<file path="src/hdl/cecu_pkg.sv">
`timescale 1ns / 1ps

package cecu_pkg;

  localparam int DATA_W    = 32;
  localparam int OFF_W     = 9;
  localparam int CODE_W    = 8;
  localparam int KIND_W    = 2;
  localparam int MAX_SLOTS = 8;

  // Stream widths: input tdata is reg_offset, write_data, event_code, padded to bytes
  localparam int S_TDATA_W = 56;
  localparam int S_TUSER_W = KIND_W;
  localparam int M_TDATA_W = DATA_W;
  localparam int M_TUSER_W = 1;

  // Register map, byte offsets
  localparam logic [OFF_W-1:0] OFF_CONTROL = 9'h004;
  localparam logic [OFF_W-1:0] OFF_SELECT0 = 9'h140;
  localparam logic [OFF_W-1:0] OFF_SELECT1 = 9'h144;
  localparam logic [OFF_W-1:0] OFF_COUNTER = 9'h170;

  localparam logic [DATA_W-1:0] ENABLE_MASK = 32'h0100_0000;
  localparam logic [CODE_W-1:0] SELECT_OFF  = 8'hff;

  typedef enum logic [KIND_W-1:0] {
    KIND_READ  = 2'd0,
    KIND_WRITE = 2'd1,
    KIND_EVENT = 2'd2
  } kind_t;

  typedef struct packed {
    logic              valid;
    kind_t             kind;
    logic [OFF_W-1:0]  reg_offset;
    logic [DATA_W-1:0] write_data;
    logic [CODE_W-1:0] event_code;
  } req_t;

  typedef struct packed {
    logic [DATA_W-1:0] read_data;
    logic              bad_offset;
  } rsp_t;

endpackage

</file>
<file path="src/hdl/cache_event_counter_unit_core.sv">
`timescale 1ns / 1ps

// Cache event counter unit: up to eight event counters behind a small register map
// (control at 0x004 with enable in bit 24, select bytes at 0x140/0x144, counters at
// 0x170 + 4*i). Each input item is a register read, a register write, one cache
// event or an unused kind that changes nothing; each gives exactly one result item.
// The block takes one item per clock when not stalled: an input register feeds the
// decode and counter update, whose answer lands in an output register. s_axis_tready
// drops only while a result sits in the output register with m_axis_tready low. All
// state is ready once rst is released; select bytes reset to 0xff (counting off).

module cache_event_counter_unit_core
  import cecu_pkg::*;
#(
  parameter int N_EVT_CNT  = 8,
  parameter int COUNT_BITS = 32
) (
  input  logic                 clk,
  input  logic                 rst,
  input  logic                 s_axis_tvalid,
  output logic                 s_axis_tready,
  // [8:0] reg_offset, [40:9] write_data, [48:41] event_code, [55:49] zero
  input  logic [S_TDATA_W-1:0] s_axis_tdata,
  // [1:0] kind
  input  logic [S_TUSER_W-1:0] s_axis_tuser,
  output logic                 m_axis_tvalid,
  input  logic                 m_axis_tready,
  // [31:0] read_data
  output logic [M_TDATA_W-1:0] m_axis_tdata,
  // [0] bad_offset
  output logic [M_TUSER_W-1:0] m_axis_tuser
);

  logic              in_valid;
  kind_t             in_kind;
  logic [OFF_W-1:0]  in_offset;
  logic [DATA_W-1:0] in_wdata;
  logic [CODE_W-1:0] in_code;

  logic out_load;
  logic proc;
  req_t req;
  rsp_t rsp;

  assign out_load      = !m_axis_tvalid || m_axis_tready;
  assign proc          = in_valid && out_load;
  assign s_axis_tready = !in_valid || out_load;

  always_ff @(posedge clk) begin
    if (rst) begin
      in_valid <= 1'b0;
    end else if (s_axis_tready) begin
      in_valid <= s_axis_tvalid;
    end
  end

  always_ff @(posedge clk) begin
    if (s_axis_tvalid && s_axis_tready) begin
      in_kind   <= kind_t'(s_axis_tuser[KIND_W-1:0]);
      in_offset <= s_axis_tdata[OFF_W-1:0];
      in_wdata  <= s_axis_tdata[OFF_W +: DATA_W];
      in_code   <= s_axis_tdata[OFF_W+DATA_W +: CODE_W];
    end
  end

  always_comb begin
    req.valid      = proc;
    req.kind       = in_kind;
    req.reg_offset = in_offset;
    req.write_data = in_wdata;
    req.event_code = in_code;
  end

  cecu_regfile #(
    .N_EVT_CNT  (N_EVT_CNT),
    .COUNT_BITS (COUNT_BITS)
  ) u_regfile (
    .clk (clk),
    .rst (rst),
    .req (req),
    .rsp (rsp)
  );

  always_ff @(posedge clk) begin
    if (rst) begin
      m_axis_tvalid <= 1'b0;
    end else if (out_load) begin
      m_axis_tvalid <= in_valid;
    end
  end

  always_ff @(posedge clk) begin
    if (proc) begin
      m_axis_tdata <= rsp.read_data;
      m_axis_tuser <= rsp.bad_offset;
    end
  end

endmodule

</file>
<file path="src/hdl/cecu_regfile.sv">
`timescale 1ns / 1ps

module cecu_regfile
  import cecu_pkg::*;
#(
  parameter int N_EVT_CNT  = 8,
  parameter int COUNT_BITS = 32
) (
  input  logic clk,
  input  logic rst,
  input  req_t req,
  output rsp_t rsp
);

  logic [DATA_W-1:0]     control_word;
  logic [CODE_W-1:0]     event_select [MAX_SLOTS];
  logic [COUNT_BITS-1:0] event_counts [MAX_SLOTS];

  logic              is_access;
  logic              is_write;
  logic              is_ctrl;
  logic              is_sel0;
  logic              is_sel1;
  logic              in_cnt_range;
  logic [OFF_W-1:0]  cnt_rel;
  logic [MAX_SLOTS-1:0] cnt_hit;
  logic              count_en;
  logic [DATA_W-1:0] cnt_rdata;

  assign is_access    = (req.kind == KIND_READ) || (req.kind == KIND_WRITE);
  assign is_write     = req.valid && (req.kind == KIND_WRITE);
  assign is_ctrl      = (req.reg_offset == OFF_CONTROL);
  assign is_sel0      = (req.reg_offset == OFF_SELECT0);
  assign is_sel1      = (req.reg_offset == OFF_SELECT1);
  assign cnt_rel      = req.reg_offset - OFF_COUNTER;
  assign in_cnt_range = (req.reg_offset >= OFF_COUNTER) && (req.reg_offset[1:0] == 2'b00);
  assign count_en     = req.valid && (req.kind == KIND_EVENT)
                        && ((control_word & ENABLE_MASK) != '0)
                        && (req.event_code != SELECT_OFF);

  always_comb begin
    cnt_rdata = '0;
    for (int i = 0; i < MAX_SLOTS; i++) begin
      cnt_hit[i] = in_cnt_range && (i < N_EVT_CNT)
                   && (cnt_rel[OFF_W-1:2] == (OFF_W-2)'(i));
      if (cnt_hit[i]) begin
        cnt_rdata = cnt_rdata | DATA_W'(event_counts[i]);
      end
    end
  end

  always_ff @(posedge clk) begin
    if (rst) begin
      control_word <= '0;
    end else if (is_write && is_ctrl) begin
      control_word <= req.write_data;
    end
  end

  for (genvar i = 0; i < MAX_SLOTS; i++) begin : g_slot
    if (i < N_EVT_CNT) begin : g_built
      always_ff @(posedge clk) begin
        if (rst) begin
          event_select[i] <= SELECT_OFF;
        end else if (is_write && ((i < 4) ? is_sel0 : is_sel1)) begin
          event_select[i] <= req.write_data[8*(i%4) +: CODE_W];
        end
      end

      always_ff @(posedge clk) begin
        if (rst) begin
          event_counts[i] <= '0;
        end else if (is_write && cnt_hit[i]) begin
          event_counts[i] <= req.write_data[COUNT_BITS-1:0];
        end else if (count_en && (event_select[i] == req.event_code)) begin
          event_counts[i] <= event_counts[i] + COUNT_BITS'(1);
        end
      end
    end else begin : g_absent
      // Missing counters read as disabled and never count
      assign event_select[i] = SELECT_OFF;
      assign event_counts[i] = '0;
    end
  end

  always_comb begin
    rsp = '0;
    if (is_access) begin
      priority if (is_ctrl) begin
        rsp.read_data = control_word;
      end else if (is_sel0) begin
        rsp.read_data = {event_select[3], event_select[2], event_select[1], event_select[0]};
      end else if (is_sel1) begin
        rsp.read_data = {event_select[7], event_select[6], event_select[5], event_select[4]};
      end else if (cnt_hit != '0) begin
        rsp.read_data = cnt_rdata;
      end else begin
        rsp.bad_offset = 1'b1;
      end
      // Writes return zero data
      if (req.kind == KIND_WRITE) begin
        rsp.read_data = '0;
      end
    end
  end

endmodule

</file>
<file path="config.mk">
export PLATFORM = sky130hd
export DESIGN_NAME = cache_event_counter_unit_core
export DESIGN_NICKNAME = d
export VERILOG_FILES = /design/src/hdl/cecu_pkg.sv /design/src/hdl/cache_event_counter_unit_core.sv /design/src/hdl/cecu_regfile.sv
export SDC_FILE = /design/constraint.sdc
export NUM_CORES = 1
export LEC_CHECK = 0
export BUFFER_PORTS_ARGS = -buffer_cell sky130_fd_sc_hd__buf_2
export CORE_ASPECT_RATIO = 1.2
export CORE_UTILIZATION = 46
export CTS_CLUSTER_SIZE = 8
export DETAILED_ROUTE_END_ITERATION = 16
export PLACE_DENSITY_LB_ADDON = 0.08
export SYNTH_ARGS = -nofsm -noshare
export SYNTH_HDL_FRONTEND = slang
export SYNTH_SLANG_ARGS = --single-unit
</file>
<file path="constraint.sdc">
create_clock -name clk -period 6.86 [get_ports clk]
set_input_delay 1.029 -clock clk [delete_from_list [all_inputs] [get_ports clk]]
set_output_delay 1.029 -clock clk [all_outputs]
set_load 0.02 [all_outputs]
</file>
**Word-level counts from Yosys, hierarchy flattened**

Memory sizes are Yosys's and may differ from the RTL's.
Index checks and enable logic that the tools add are counted.

- Add/subtract/negate cells: 9
- Order comparisons: 1
- Equal/unequal tests: 21
- Muxes and demuxes: 101
- Bitwise operators: 32
- Reduce and logical (&&, ||, !) cells: 45

Operator list:

| kind | number |
|---|---|
| $mux W32 | 28 |
| $add A32 B1 Y32 const B | 8 |
| $or A32 B32 Y32 | 7 |
| $mux W1 | 65 |
| $eq A8 B8 Y1 | 8 |
| $mux W8 | 8 |
| $logic_and A1 B1 Y1 | 34 |
| $eq A7 B3 Y1 const B | 4 |
| $or A1 B1 Y1 | 24 |
| $eq A9 B9 Y1 const B | 2 |
| $eq A7 B2 Y1 const B | 2 |
| $eq A9 B3 Y1 const B | 1 |
| $ge A9 B9 Y1 const B | 1 |
| $sub A9 B9 Y9 const B | 1 |
| $ne A8 B8 Y1 const B | 1 |
| $reduce_bool A8 Y1 | 1 |
| $eq A7 B1 Y1 const B | 1 |
| $logic_not A7 Y1 | 1 |
| $logic_not A2 Y1 | 2 |
| $reduce_or A4 Y1 | 1 |
| $logic_or A1 B1 Y1 | 3 |
| $eq A2 B1 Y1 const B | 1 |
| $eq A2 B2 Y1 const B | 1 |
| $logic_not A1 Y1 | 2 |
| 2 further kinds | 2 |

- Register bits: 118
- Bits in writable memories: 320
- Output and inout bits: 35
- Word-level logic and storage cells: 220
- Memories: 2

Memories:

| memory | words | width | read ports | clocked after memory_dff | wr ports | RTL line | source |
|---|---|---|---|---|---|---|---|
| u_regfile.event_counts | 8 | 32 | 8 | 0 | 8 | cecu_regfile.sv:17 | `logic [COUNT_BITS-1:0] event_counts [MAX_SLOTS];` |
| u_regfile.event_select | 8 | 8 | 8 | 0 | 8 | cecu_regfile.sv:16 | `logic [CODE_W-1:0] event_select [MAX_SLOTS];` |

**Logic depth before layout (Yosys ltp)**

- Depth after elaboration: 22
- Mapped depth: 9
- Depth with buffers taken out: 6

**Modules after synthesis**

Synthesis repeated with hierarchy kept, for this count alone.

- Cell total of the unflattened synthesis: 2,432
- Area total of the unflattened synthesis: 25,124.1 um^2

By module, submodules not included:

| module | instances | cells an instance | area each (um^2) |
|---|---|---|---|
| cecu_regfile | 1 | 2,338 | 22,497.8 |
| cache_event_counter_unit_core | 1 | 94 | 2,626.3 |

**Worst setup path before layout**

No wires, ideal clock.

- Path type: input to register
- Start: input port m_axis_tready
- End: memory u_regfile.event_select[0][0] (enable)
- Arrival: 3.252 ns
- Data required time: 6.432 ns
- Slack: 3.180 ns
- Cell stages on the path: 5
- Buffers on the path: 2
- Cells stage by stage: nor2b_1 clkbuf_1 or3_1 clkbuf_1 o21bai_1

RTL lines:

| item | RTL line | source |
|---|---|---|
| from (decl) | cache_event_counter_unit_core.sv:27 | `input logic m_axis_tready,` |
| to (decl) | cecu_regfile.sv:16 |  |

==> key figures <==
Cells and area
  • Diodes inserted: 0
  • Commonest non-fill, non-tap cell in the layout: edfxtp_1
  • Layout Nets: 2378
  • Post-route cell area: 0.02783 sq mm
  • Most frequent cells in the layout: edfxtp_1, o2bb2ai_1, nand2_1
  • Share of cells above drive strength 1: under 10%
  • Area grow syn2layout: 10.51%

Run
  • Number of max-cap violations: 0

GRT
  • Most used routing layer: met1
  • Routing usage on met2: 45.22%
  • Global-route wire length before repair: 128600 um
  • Vias in the first global route: 18861
  • Total gr overflow: 0
  • Number of antenna violations at the first check in global routing: 7
  • Total GRT Usage: 31.42%
  • Met3 Usage GRT: ~5.7%
  • Met1 Resource Use GR: between 40% and 50%
  • Largest net degree at the start of global routing: 86

STA
  • F_max: 0.2635 GHz
  • Final hold violation count: 0
  • Crit share post-route: 55.33%
  • Slew of the pin with the lowest slew margin: roughly 1.2 ns
  • Worst slew margin: 17.30%
  • Final setup vio count: 0
  • RSZ-0062 raised after global routing: false
  • Slew Viols, Final: 0
  • Post-route setup TNS: 0 ns
  • Clock period minus final worst setup slack: roughly 3.8 ns
  • Clock skew: 0.05437 ns

Synth
  • Top FF cell, synth: edfxtp_1
  • Ys async rst share: 0%
  • Syn nets: ~2400
  • Number of synthesized flops with an enable pin: 404
  • Synth unique cells: 64
  • #FFs+latches synth: between 400 and 500
  • Syn. warnings: 0
  • Post-Syn Instances: 2305
  • Sequential share of the synthesized area: 50.88%
  • Synth Cell Area: 0.02518 sq mm
  • Synthesized area per cell: 10.92 sq um

Floorplan
  • Initial core utilization: 46.74%
  • DIE HEIGHT: 258.3 um
  • I/O Pins: 97
  • Total die area: around 0.056 sq mm
  • Die width: 215.6 um
  • Core ar.: 0.05388 sq mm
  • # rows: a little over 90

Worst setup path
  • CP required: 7.25 ns
  • CP Class: register to register
  • Critical Path End Type: register
  • WP data arrival: 4.19 ns
  • Largest driver fanout on the critical path: 40
  • Type of origin of the critical path: register

Routing
  • Initial drt markers: roughly 2600
  • Wire per inst: 29.00 um
  • Routed WL: 88480 um
  • Vias: 19954
  • DRC: 0
  • Drt pass-1 iters: 6
  • Vias per cell: between 6 and 7
  • Post-route ant nets: 0

Run status
  • Status: complete, no violations

Place
  • RD Place Congestion: 0.9768
  • Final HPWL DP: ~59000 um
  • PortBufs: a little under 90
  • Post-DP Area: ~0.026 sq mm

Clock network
  • Postcts setup bufs: 0
  • Clk slew on worst S/H paths: 0.06 ns
  • CTS Buf Count: 60
  • H-tree levels: 2
  • Hold Buf Count CTS: 0
  • Clk root buf: clkbuf_16
  • CTS tree: built
  • Worst-Skew Late Latency: ~0.66 ns
  • Clock sink count: 438
  • Deepest clock path buffer count: 3
  • Post-CTS sizing: 0

Pwr
  • Static Leak: roughly 8.6 nW
  • P per Cell Area: roughly 230 mW/mm^2
  • Peak supply drop: 0.2121 mV

Min path
  • Hold Path Class: register to register
[where the power goes]
| part | internal [mW] | switching [mW] | total, mW |
|---|---|---|---|
| registers | 3.00 | 0.196 | 3.20 |
| logic | 0.119 | 0.210 | 0.328 |
| clock network | 1.60 | 1.19 | 2.79 |
[cell families (layout without fill, tap and decap cells)]
family                   after synthesis  after routing  synth area share, %
AO/OA/AOI/OAI                        505            505                14.82
XOR/XNOR                             304            304                10.57
adder cells (fa/ha/maj)                8              8               0.3975
buffers and inverters                207            241                3.304
flip-flops                           438            438                50.88
multiplexers                         117            117                4.671
AND/OR/NAND/NOR                      726            726                15.36
[state kept, by name, indices dropped and copies added, names as in the netlist]
name	count
in_code	8
u_regfile.control_word	32
in_offset	9
m_axis_tvalid	1
u_regfile.event_select	64
m_axis_tuser	1
u_regfile.event_counts	256
in_valid	1
in_wdata	32
in_kind	2
m_axis_tdata	32
[synthesized netlist by cell type, types with 3 or more instances]
cell       number  share of area [%]
xor2_1        152                5.3
nor2_1         79                1.2
clkbuf_1      142                2.1
o21ai_0        88                1.7
ha_1            8               0.40
nor4b_2         3               0.18
and3_1         36               0.89
and2_1          7               0.17
nor4_2          6               0.30
o2bb2ai_1     221                7.7
nor3b_1         3              0.089
a221oi_1        4               0.14
o32ai_1         4               0.14
o22ai_1        32               0.79
a21oi_1        48               0.95
nand3b_1        3              0.089
a2bb2oi_1      17               0.59
a221o_1         4               0.16
mux2i_1       113                4.5
nor3_1         35               0.70
a31oi_1        24               0.60
edfxtp_1      404                 48
mux2_2          4               0.18
a22oi_1         7               0.21
nand2b_1        7               0.17
xnor2_1       152                5.3
nor4_1         21               0.52
or3_1          68                1.7
a211oi_1        5               0.15
inv_1          20               0.30
nand4_1        86                2.1
nand2_1       202                3.0
a32o_1          8               0.32
buf_1           6              0.089
nand3_1       112                2.2
dfxtp_1        34                2.7
nor2_2          3              0.075
buf_2          34               0.68
a21o_1         25               0.75
and4_1         31                1.1
o22a_1         11               0.38
buf_4           3              0.089
nor4b_1         4               0.14
[final timing paths]
path                                                  from  cells after the start  slack [ns]                           end
worst max-delay path                          in_offset[2]                      4        3.06  u_regfile.event_select[1][1]
worst min-delay path            u_regfile.control_word[23]                      2        0.46    u_regfile.control_word[23]
worst max register to register                in_offset[2]                      4        3.06  u_regfile.event_select[1][1]
worst min register to register  u_regfile.control_word[23]                      2        0.46    u_regfile.control_word[23]
[cell type report]
type,count,area (sq um)
flip-flops and latches,438,12810
clock buffers,90,1614
clock inverters,3,90.09
fillers,4764,26050
well taps,712,890.9
inverters,21,78.83
repair buffers,127,743.2
multi-input cells,1660,11600
[worst max-delay path, stage by stage, from the launching register on]
cell	delay (ns)
edfxtp_1	0.51
buf_4	0.65
nor4b_2	0.81
nand3_1	0.92
or3_1	0.64
[through the flow]
step                std cells  total power [mW]  utilization, %  setup WS (ns)  hold WS [ns]
global placement         2958             3.557           48.49          3.023        0.4420
floorplan                2305             3.356               -          3.180        0.4366
finish                   3051             6.319           51.65          3.065        0.4553
global route             3051             6.481           51.65          2.942        0.4692
CTS                      3051             6.344           51.65          3.118        0.4554
detailed placement       2958             3.563           48.49          2.947        0.4469
[per-layer routing]
metal  wire length (um)  vias up
li1                   -     8782
met1              37540     9904
met2              37370     1095
met3               8997      173
met4               4568        0
met5                  0        -
Note: power is estimated with default switching activity, not from simulation.
